<file path="src/hdl/impulse_contact_resolver_macros.svh">
// Assertion macros shared by the impulse contact resolver modules.
`ifndef IMPULSE_CONTACT_RESOLVER_MACROS_SVH
`define IMPULSE_CONTACT_RESOLVER_MACROS_SVH

// The consequent must hold in the same cycle as the antecedent.
`define ICR_ASSERT_NOW(name, ante, cons, msg) \
  name: assert property (@(posedge clk) disable iff (!rst_n) (ante) |-> (cons)) \
    else $error(msg);

// The consequent must hold in the cycle after the antecedent.
`define ICR_ASSERT_NEXT(name, ante, cons, msg) \
  name: assert property (@(posedge clk) disable iff (!rst_n) (ante) |=> (cons)) \
    else $error(msg);

`endif

</file>
<file path="src/hdl/icr_pkg.sv">
// Types and constants shared by the impulse contact resolver modules.
package icr_pkg;

  localparam int FIELD_W = 63;
  localparam int MASS_W  = 20;
  localparam int E_W     = 11;
  localparam int EP_W    = 12;
  localparam int E_SH    = 10;
  localparam int ACC_W   = 7;
  localparam int ACC_SH  = 10;

  localparam logic [E_W-1:0]   E_RESET   = 11'd102;
  localparam logic [EP_W-1:0]  ONE_Q10   = 12'd1024;
  localparam logic [ACC_W-1:0] NEG_TENTH = 7'd102;

  localparam int NUM_LANES = 4;
  localparam int L_KA = 0;
  localparam int L_KB = 1;
  localparam int L_DA = 2;
  localparam int L_DB = 3;

  typedef struct packed {
    logic [FIELD_W-1:0] vel_a;
    logic [FIELD_W-1:0] vel_b;
    logic [FIELD_W-1:0] pos_a;
    logic [FIELD_W-1:0] pos_b;
    logic [FIELD_W-1:0] normal;
    logic [FIELD_W-1:0] accel_a;
    logic [FIELD_W-1:0] accel_b;
    logic [MASS_W-1:0]  depth;
    logic [MASS_W-1:0]  mass_a;
    logic [MASS_W-1:0]  mass_b;
    logic               static_a;
    logic               static_b;
  } icr_item_t;

endpackage

</file>
<file path="src/hdl/icr_front.sv">
// Front end: takes contacts, clamps zero masses and queues them for the datapath.
`include "impulse_contact_resolver_macros.svh"
module icr_front (
  input  logic               clk,
  input  logic               rst_n,
  input  logic               in_push,
  output logic               in_full,
  input  icr_pkg::icr_item_t in_item,
  output logic               q_vld,
  output icr_pkg::icr_item_t q_item,
  input  logic               q_pop
);
  import icr_pkg::*;

  localparam logic [1:0] DEPTH = 2'd2;

  icr_item_t  ent_r [2];
  icr_item_t  fix;
  logic       wp_r;
  logic       rp_r;
  logic [1:0] cnt_r;
  logic [1:0] cnt_nxt;
  logic       push;

  assign in_full = (cnt_r == DEPTH);
  assign push    = in_push && !in_full;
  assign q_vld   = (cnt_r != 2'd0);
  assign q_item  = ent_r[rp_r];

  // A zero mass is treated as one LSB.
  always_comb begin
    fix = in_item;
    if (in_item.mass_a == '0) fix.mass_a = MASS_W'(1);
    if (in_item.mass_b == '0) fix.mass_b = MASS_W'(1);
  end

  always_comb begin
    cnt_nxt = cnt_r;
    if (push && !q_pop) cnt_nxt = cnt_r + 2'd1;
    if (!push && q_pop) cnt_nxt = cnt_r - 2'd1;
  end

  always_ff @(posedge clk) begin
    if (!rst_n) begin
      wp_r  <= 1'b0;
      rp_r  <= 1'b0;
      cnt_r <= 2'd0;
    end else begin
      cnt_r <= cnt_nxt;
      if (push) wp_r <= !wp_r;
      if (q_pop) rp_r <= !rp_r;
    end
  end

  always_ff @(posedge clk) begin
    if (push) ent_r[wp_r] <= fix;
  end

  `ICR_ASSERT_NOW(a_cnt_range, 1'b1, cnt_r <= DEPTH, "queue count out of range")
  `ICR_ASSERT_NEXT(a_cnt_inc, push && !q_pop, cnt_r == $past(cnt_r) + 2'd1,
                   "queue count did not grow on push")
  `ICR_ASSERT_NEXT(a_cnt_dec, !push && q_pop, cnt_r == $past(cnt_r) - 2'd1,
                   "queue count did not shrink on pop")

endmodule

</file>
<file path="config.mk">
export PLATFORM = sky130hd
export DESIGN_NAME = icr_front
export DESIGN_NICKNAME = d
export VERILOG_FILES = /design/src/hdl/icr_pkg.sv /design/src/hdl/icr_front.sv
export VERILOG_INCLUDE_DIRS = /design/src /design/src/hdl
export SDC_FILE = /design/constraint.sdc
export NUM_CORES = 1
export LEC_CHECK = 0
export BUFFER_PORTS_ARGS = -buffer_cell sky130_fd_sc_hd__buf_4
export CORE_AREA = 3 3 396 398
export DETAILED_ROUTE_END_ITERATION = 16
export DIE_AREA = 0 0 399 401
export HOLD_SLACK_MARGIN = 0.05
export RECOVER_POWER = 50
export SYNTH_ARGS = -nofsm -noshare
export SYNTH_HDL_FRONTEND = slang
export SYNTH_SLANG_ARGS = --single-unit
export TNS_END_PERCENT = 100
</file>
<file path="constraint.sdc">
create_clock -name clk -period 16.3 [get_ports clk]
set_clock_uncertainty 0.2 [all_clocks]
set_input_delay 0.815 -clock clk [delete_from_list [all_inputs] [get_ports clk]]
set_output_delay 0.815 -clock clk [all_outputs]
set_load 0.02 [all_outputs]
</file>
==> results of run 1 <==
[through the flow]
stage / cells / total power [µW] / hold slack [ps] / utilization, % / setup slack [ps]
3_5_place_dp: 4622 / 4370 / 293 / 30.3 / 11190
6_report: 5325 / 6800 / 204 / 35.4 / 9120
3_3_place_gp: 4622 / 4350 / 280 / 30.3 / 11180
4_1_cts: 5306 / 6930 / 54.8 / 35.8 / 10360
2_1_floorplan: 1643 / 3940 / 258 / - / 2900
5_1_grt: 5316 / 7070 / 129 / 35.4 / 8510
[synth_stat cells]
library cell,instances
sky130_fd_sc_hd__nor2_1,3
sky130_fd_sc_hd__ha_1,1
sky130_fd_sc_hd__and3_1,1
sky130_fd_sc_hd__mux2_2,503
sky130_fd_sc_hd__clkbuf_1,38
sky130_fd_sc_hd__nand2b_2,1
sky130_fd_sc_hd__o21ai_0,2
sky130_fd_sc_hd__nor4_1,8
sky130_fd_sc_hd__buf_6,53
sky130_fd_sc_hd__dfxtp_1,5
sky130_fd_sc_hd__xnor2_1,2
sky130_fd_sc_hd__edfxtp_1,1006
sky130_fd_sc_hd__nand4_1,2
sky130_fd_sc_hd__a21oi_1,2
sky130_fd_sc_hd__or2_2,1
sky130_fd_sc_hd__or3_1,2
sky130_fd_sc_hd__inv_2,1
sky130_fd_sc_hd__buf_2,3
sky130_fd_sc_hd__xor2_1,1
sky130_fd_sc_hd__o41ai_1,2
sky130_fd_sc_hd__inv_1,5
sky130_fd_sc_hd__nand2_1,1
[critical path, cell delays in order (launching register included)]
cell	delay [ps]
sky130_fd_sc_hd__dfxtp_1	340
sky130_fd_sc_hd__nand2b_2	200
sky130_fd_sc_hd__inv_1	80
sky130_fd_sc_hd__or3_1	140
sky130_fd_sc_hd__clkinvlp_2	2910
sky130_fd_sc_hd__buf_4	1470
sky130_fd_sc_hd__buf_4	470
sky130_fd_sc_hd__buf_12	290
[worst max path at each step]
stage	to	slack (ps)	cells after the start
2_1_floorplan	ent_r[1][0]$_DFFE_PP_	2900	1
3_3_place_gp	ent_r[0][337]$_DFFE_PP_	11180	7
3_5_place_dp	ent_r[0][337]$_DFFE_PP_	11190	7
4_1_cts	q_item[46]	10360	5
5_1_grt	ent_r[0][337]$_DFFE_PP_	8510	7
6_report	ent_r[0][448]$_DFFE_PP_	9120	7
[state kept, by name (all words and copies together), names as in the netlist, named ones only]
| name | flops |
|---|---|
| ent_r | 1006 |
| cnt_r | 2 |
| rp_r | 1 |
| wp_r | 1 |
[power breakdown]
group          internal [µW]  switching [µW]  total [µW]
clock                   1420            1010        2420
combinational            518             669        1190
sequential              3140            54.3        3200
[metal layers]
layer	track usage, %	routed length [µm]	vias up
met4	5.25	3700	8
met3	3.61	7500	187
met2	23.9	57800	778
met5	0	46	-
met1	15.3	42900	10600
li1	-	-	9641
[layout make-up]
class                           instances  share of cell area, %
Clock buffer                          126                   5.13
Timing Repair Buffer                 1514                   22.2
Multi-Input combinational cell        532                   10.8
Antenna cell                           19                 0.0874
Inverter                                6                 0.0437
Sequential cell                      1011                   55.7
Tap cell                             2044                   4.70
Clock inverter                         73                   1.39
[kinds of logic after synthesis]
group | count (synthesis)
simple gates | 19
buf+inv | 100
flops | 1011
compound gates | 6
fa+ha+maj | 1
mux | 503
xor+xnor | 3
[cell usage in the layout (no fill, tap or decap), drive strengths merged]
cell and count:
clkinv 53, buf 524, diode 19, or3 2, dfxtp 5, and3 1
nand4 2, xnor2 2, edfxtp 1006, dlygate4sd3 485, a21oi 2, xor2 1
bufinv 12, ha 1, o41ai 2, or2 1, nand2b 1, nor2 3
nand2 1, mux2 503, nor4 8, o21ai 2, inv 7, clkinvlp 7
clkbuf 631
==> Flow_metrics.wiki, run 1 <==
{| class="wikitable"
! Metric !! Value
|-
| Effective utilization at floorplan || 24.0%
|-
| YS warnings || 0
|-
| Final period util || 44.0%
|-
| Synth Register Bits || 1011
|-
| Number of port buffers || 1011
|-
| DRC violation count after routing || 0
|-
| Post-Synthesis Cell Area || 36900 µm²
|-
| Count of endpoints failing hold in the final timing report || 0
|-
| Die span in x || 399 µm
|-
| Crit path launch type || flop
|-
| Vias in the first global route || 22800
|-
| Total routing usage reported by global routing || 13.4%
|-
| Synth top area share || between 80% and 90%
|-
| Clock buffer depth || 3
|-
| Area occupied by registers || 30300 µm²
|-
| Count of filler cells inserted in the layout || 14400
|-
| 1st-iter DRT viols || 1143
|-
| Dominant combinational cell family by area after synthesis || multiplexers
|-
| Number of clock sinks || 1011
|-
| Row count || about 140
|-
| R2r setup slk || 9120 ps
|-
| Capturing element type of the critical path || flop
|-
| Startpoint of the most critical register-to-register path || cnt_r[0]$_SDFFE_PN0P_
|-
| First-pass iteration count of the detailed router || 5
|-
| Synth top area cells || sky130_fd_sc_hd__edfxtp_1 82%, sky130_fd_sc_hd__mux2_2 15%, sky130_fd_sc_hd__buf_6 1.6%, sky130_fd_sc_hd__clkbuf_1 0.39%, sky130_fd_sc_hd__dfxtp_1 0.27%
|-
| Routability congestion estimate from global placement || 0.837
|-
| Result of the run || finished, violations left
|-
| Number of setup buffers added after CTS || 0
|-
| Post-CTS Hold Buffers || slightly below 500
|-
| Least-Margin Pin Slew || 3980 ps
|-
| Worst EP required || 16270 ps
|-
| Simple-gate area share of the yosys netlist || 0.301%
|-
| CTS Root Cell || sky130_fd_sc_hd__clkbuf_16
|-
| Total negative slack for setup checks || 0 ps
|-
| CTS tree || built
|-
| Total overflow reported by the global router || 0
|-
| Compound-cell area share of the yosys netlist || 0.102%
|-
| Number of clock buffers inserted by TritonCTS || 106
|-
| NumNets Final || between 3000 and 4000
|-
| Maxcap violations || 3
|-
| Setup repair after global routing missed its margin || no
|-
| Crit-path max FO || about 150
|-
| Adder-cell share of the synthesized area || 0.0339%
|-
| Average via count per standard cell || 3.99
|-
| Hold path endpoint || ent_r[0][22]$_DFFE_PP_
|-
| Final period demand of the worst path || 7180 ps
|-
| Part of the Yosys area used for sequential elements || 82.1%
|-
| Cell area after placement || 46500 µm²
|-
| Y dimension of the die || around 400 µm
|-
| Worst hold path cell count || 3
|-
| Clock transition at the registers of the reported paths || 60 ps
|-
| Reg2Reg Depth || 7
|-
| Aggregate routed wire length || 112000 µm
|-
| Crit path DAT || 7150 ps
|-
| Antenna-violating nets left || 0
|-
| Peak supply drop || 0.0000963 V
|-
| H-tree depth reported by CTS || 3
|-
| Avg Cell Area, Syn || ~22 µm²
|-
| Capture instance of the worst register-to-register path || ent_r[0][448]$_DFFE_PP_
|-
| Upper clock frequency limit || approximately 0.14 GHz
|-
| Worst max-slew margin expressed relative to the limit || -166%
|-
| Post-synthesis cell type count || 22
|-
| Overall via count from detail_route || 21200
|-
| Routed wire length per instance || around 21 µm
|-
| Syn_nets || 2151
|-
| Gates resized, CTS repair || 0
|-
| Final setup fails || 0
|-
| Number of cells produced by synthesis || 1643
|-
| Path class of the lowest-slack min-delay path || primary input to flop
|-
| I/O Pins || ~1000
|-
| Critical path type || flop to flop
|-
| Antenna violations before repair || 28
|-
| Core area || 154000 µm²
|-
| Synthesized-area fraction occupied by xor and xnor cells || 0.0711%
|-
| Area added between synthesis and finish || 47.3%
|-
| Final-report max-slew violation count || roughly 190
|-
| Combined area of the multi-input logic cells || about 5900 µm²
|-
| Die area || 160000 µm²
|-
| Start point of the critical path || cnt_r[0]$_SDFFE_PN0P_
|-
| Final HPWL from detailed placement || 79800 µm
|-
| Failing checks || max-capacitance violations, max-slew violations
|-
| Global-route wire length before repair || 157000 µm
|-
| Hold path startpoint || in_item[22]
|-
| Share of cells above drive strength 1 || 46.9%
|-
| Post-synthesis mux area share || between 10% and 20%
|-
| Library cell occupying the most area in the post-synthesis netlist || sky130_fd_sc_hd__edfxtp_1
|-
| Leakage power of the design || 0.0195 µW
|-
| Clock network latency to the later pin of the worst-skew pair || 690 ps
|-
| Largest net degree at the start of global routing || 152
|-
| Cell area power density || 125 nW/µm²
|-
| Post-route cell area || 54400 µm²
|}
(Power assumes the default switching activity.)
==> run 2, diff against run 1 <==
==> constraint.sdc (replaced) <==
create_clock -name clk -period 7.2 [get_ports clk]
set_clock_uncertainty 0.2 [all_clocks]
set_input_delay 0.36 -clock clk [delete_from_list [all_inputs] [get_ports clk]]
set_output_delay 0.36 -clock clk [all_outputs]
set_load 0.02 [all_outputs]
==> Flow_metrics.wiki, run 2 (synthesis results as in run 1) <==
{| class="wikitable"
! Metric !! Value
|-
| Cell-internal power || 11300 µW (+120%)
|-
| Die area || 160000 µm² (unchanged)
|-
| 1st-iter DRT viols || 1145 (+0.17%)
|-
| Final setup fails || 0 (unchanged)
|-
| Y dimension of the die || 401 µm (unchanged)
|-
| Setup repair after global routing missed its margin || no
|-
| Upper clock frequency limit || 0.224 GHz (+61%)
|-
| CTS tree || built
|-
| Average via count per standard cell || 3.99 (about the same)
|-
| NumNets Final || 3712 (+0.90%)
|-
| Met3 global-route usage || 4.03% (+0.42 points)
|-
| Clock transition at the registers of the reported paths || 60 ps (about the same)
|-
| Routability congestion estimate from global placement || 0.843 (+0.75%)
|-
| Share of total power in sequential cells || 47.3% (+0.3 points)
|-
| I/O Pins || 1012 (unchanged)
|-
| Global routing met1 resource utilization || 14.5% (-0.76 points)
|-
| Path class of the lowest-slack min-delay path || primary input to flop
|-
| Antenna violations before repair || 19 (-32%)
|-
| Number of port buffers || 1011 (unchanged)
|-
| Fin worst setup slack || 2730 ps (-6390 ps)
|-
| Peak supply drop || 0.000232 V (+140%)
|-
| First-pass iteration count of the detailed router || 7 (+2)
|-
| Final-report max-slew violation count || 55 (-71%)
|-
| H-tree depth reported by CTS || 3 (unchanged)
|-
| Number of setup buffers added after CTS || 0 (unchanged)
|-
| Share of cells above drive strength 1 || 46.6% (-0.36 points)
|-
| Sw Share || 25.7% (+0.30 points)
|-
| Total power draw || 15200 µW (+120%)
|-
| Maxcap violations || 2 (-1)
|-
| Critical path, cell by cell || nand2b_1 -> and3_1 -> clkbuf_1
|-
| Routed wire length per instance || 20.4 µm (-2.8%)
|-
| Clk network pwr share || 34.8% (-0.8 points)
|-
| Crit path DAT || 4550 ps (-2600 ps)
|-
| Area added between synthesis and finish || 47.7%
|-
| Most common library cell in the layout ignoring fill and taps || sky130_fd_sc_hd__edfxtp_1
|-
| Die span in x || 399 µm (unchanged)
|-
| Area occupied by registers || 30300 µm² (unchanged)
|-
| Met2 demand-to-capacity share in global routing || 23.5% (-0.37 points)
|-
| Worst setup slack before clock tree synthesis || 4230 ps (-6960 ps)
|-
| Leakage power of the design || 0.0196 µW (+0.41%)
|-
| Least-Margin Pin Slew || 2750 ps (-1230 ps)
|-
| Largest registers in the final layout || ent_r (1006), cnt_r (2)
|-
| Count of endpoints failing hold in the final timing report || 0 (unchanged)
|-
| Vias in the first global route || 23300 (+2.5%)
|-
| Capturing element type of the critical path || flop
|-
| Delay of the slowest critical-path stage || 2050 ps (-860 ps)
|-
| Antenna-violating nets left || 0 (unchanged)
|-
| Total routing usage reported by global routing || 13.2% (-0.20 points)
|-
| DRC violation count after routing || 0 (unchanged)
|-
| Clock buffer depth || 3 (unchanged)
|-
| Total overflow reported by the global router || 0 (unchanged)
|-
| GRT Max-Usage Layer || met2
|-
| Final HPWL from detailed placement || 77700 µm (-2.7%)
|-
| Crit path launch type || flop
|-
| Switching power of the nets || 3920 µW (+130%)
|-
| Number of clock buffers inserted by TritonCTS || 105 (-0.94%)
|-
| Row count || 144 (unchanged)
|-
| Largest reg by FF count || ent_r
|-
| Aggregate routed wire length || 109000 µm (-2.3%)
|-
| Max stage delay cell, worst path || sky130_fd_sc_hd__and3_1
|-
| Most frequent cells in the layout || 1006 x sky130_fd_sc_hd__edfxtp_1, 524 x sky130_fd_sc_hd__buf_4, 508 x sky130_fd_sc_hd__dlygate4sd3_1
|-
| Largest net degree at the start of global routing || 146 (-3.9%)
|-
| Core area || 154000 µm² (unchanged)
|-
| Worst max-slew margin expressed relative to the limit || -83.1% (+83 points)
|-
| Count of filler cells inserted in the layout || 14500 (+0.71%)
|-
| Overall via count from detail_route || 21400 (+0.59%)
|-
| Clock network latency to the later pin of the worst-skew pair || 720 ps (+30 ps)
|-
| Failing checks || max-capacitance violations, max-slew violations
|-
| Cell area power density || 279 nW/µm² (+120%)
|-
| Final period util || 62.1% (+18 points)
|-
| Critical path type || flop to flop
|-
| Worst EP required || 7280 ps (-8990 ps)
|-
| CTS Root Cell || sky130_fd_sc_hd__clkbuf_16
|-
| Effective utilization at floorplan || 24.0% (unchanged)
|-
| Max reg flops || 1006 (unchanged)
|-
| Crit-path max FO || 56 (-63%)
|-
| Combined area of the multi-input logic cells || 5850 µm² (about the same)
|-
| Global-route wire length before repair || 156000 µm (-1.0%)
|-
| Combinational share of power || 17.9% (+0.5 points)
|-
| Result of the run || finished, violations left
|-
| Final period demand of the worst path || 4470 ps (-2710 ps)
|-
| Number of clock sinks || 1011 (unchanged)
|}
[run 2: cell count changes in the layout (fill, tap and decap cells not counted), moves of 5 or more]
cell / before / now
sky130_fd_sc_hd__dlygate4sd3_1: 485 / 508
sky130_fd_sc_hd__clkinv_2: 12 / 23
sky130_fd_sc_hd__clkbuf_1: 168 / 188
sky130_fd_sc_hd__clkbuf_4: 354 / 345
sky130_fd_sc_hd__diode_2: 19 / 14
sky130_fd_sc_hd__buf_4: 518 / 524
sky130_fd_sc_hd__clkinv_1: 35 / 23
[run 2: area by class of cell]
cell class | instances | share of cell area, %
Inverter | 6 | 0.0459
Timing Repair Buffer | 1548 | 22.7
Clock inverter | 67 | 1.18
Antenna cell | 14 | 0.0642
Multi-Input combinational cell | 532 | 10.7
Sequential cell | 1011 | 55.6
Clock buffer | 132 | 5.06
Tap cell | 2044 | 4.69
[run 2: metrics by stage]
step	hold slack, ps	TNS (ps)	util [%]	cells	area, µm²
after floorplan	259	-827950	-	1643	37000
after global placement	289	0	30.4	4633	46700
after detailed placement	299	0	30.4	4633	46700
after CTS	59.5	0	35.9	5340	55200
after global routing	126	0	35.5	5350	54600
final	188	0	35.5	5354	54600
[run 2: critical path, delay by kind of cell (launching register included)]
| family | cells | cell delay, ps |
|---|---|---|
| simple gates | 2 | 2240 |
| buf+inv | 1 | 1180 |
| flops | 1 | 390 |
[run 2: final timing paths]
kind | start | end | cells after the start | slack, ps
worst max register to register | cnt_r[0]$_SDFFE_PN0P_ | ent_r[1][58]$_DFFE_PP_ | 3 | 2730
worst max-delay path | cnt_r[0]$_SDFFE_PN0P_ | ent_r[1][58]$_DFFE_PP_ | 3 | 2730
worst min register to register | cnt_r[1]$_SDFFE_PN0P_ | cnt_r[1]$_SDFFE_PN0P_ | 2 | 310
worst min-delay path | in_item[258] | ent_r[0][258]$_DFFE_PP_ | 2 | 190
[run 2: metal layers]
| metal | vias to the layer above | routed length, µm |
|---|---|---|
| li1 | 9691 | - |
| met1 | 10700 | 39800 |
| met4 | 8 | 4240 |
| met3 | 193 | 8420 |
| met2 | 778 | 56800 |
| met5 | - | 71 |
[run 2: what timing repair did]
item | in CTS | in global routing
resized for setup | 0 | 0
hold endpoints to repair | 1011 | 0
hold buffers | 508 | 0
[run 2: power groups by stage]
stage / sequential (µW) / clock (µW) / combinational [µW]
detailed placement: 7340 / 0 / 2560
global placement: 7310 / 0 / 2550
floorplan: 7460 / 0 / 1350
CTS: 7210 / 5480 / 2820
global route: 7260 / 5710 / 2870
finish: 7210 / 5300 / 2720
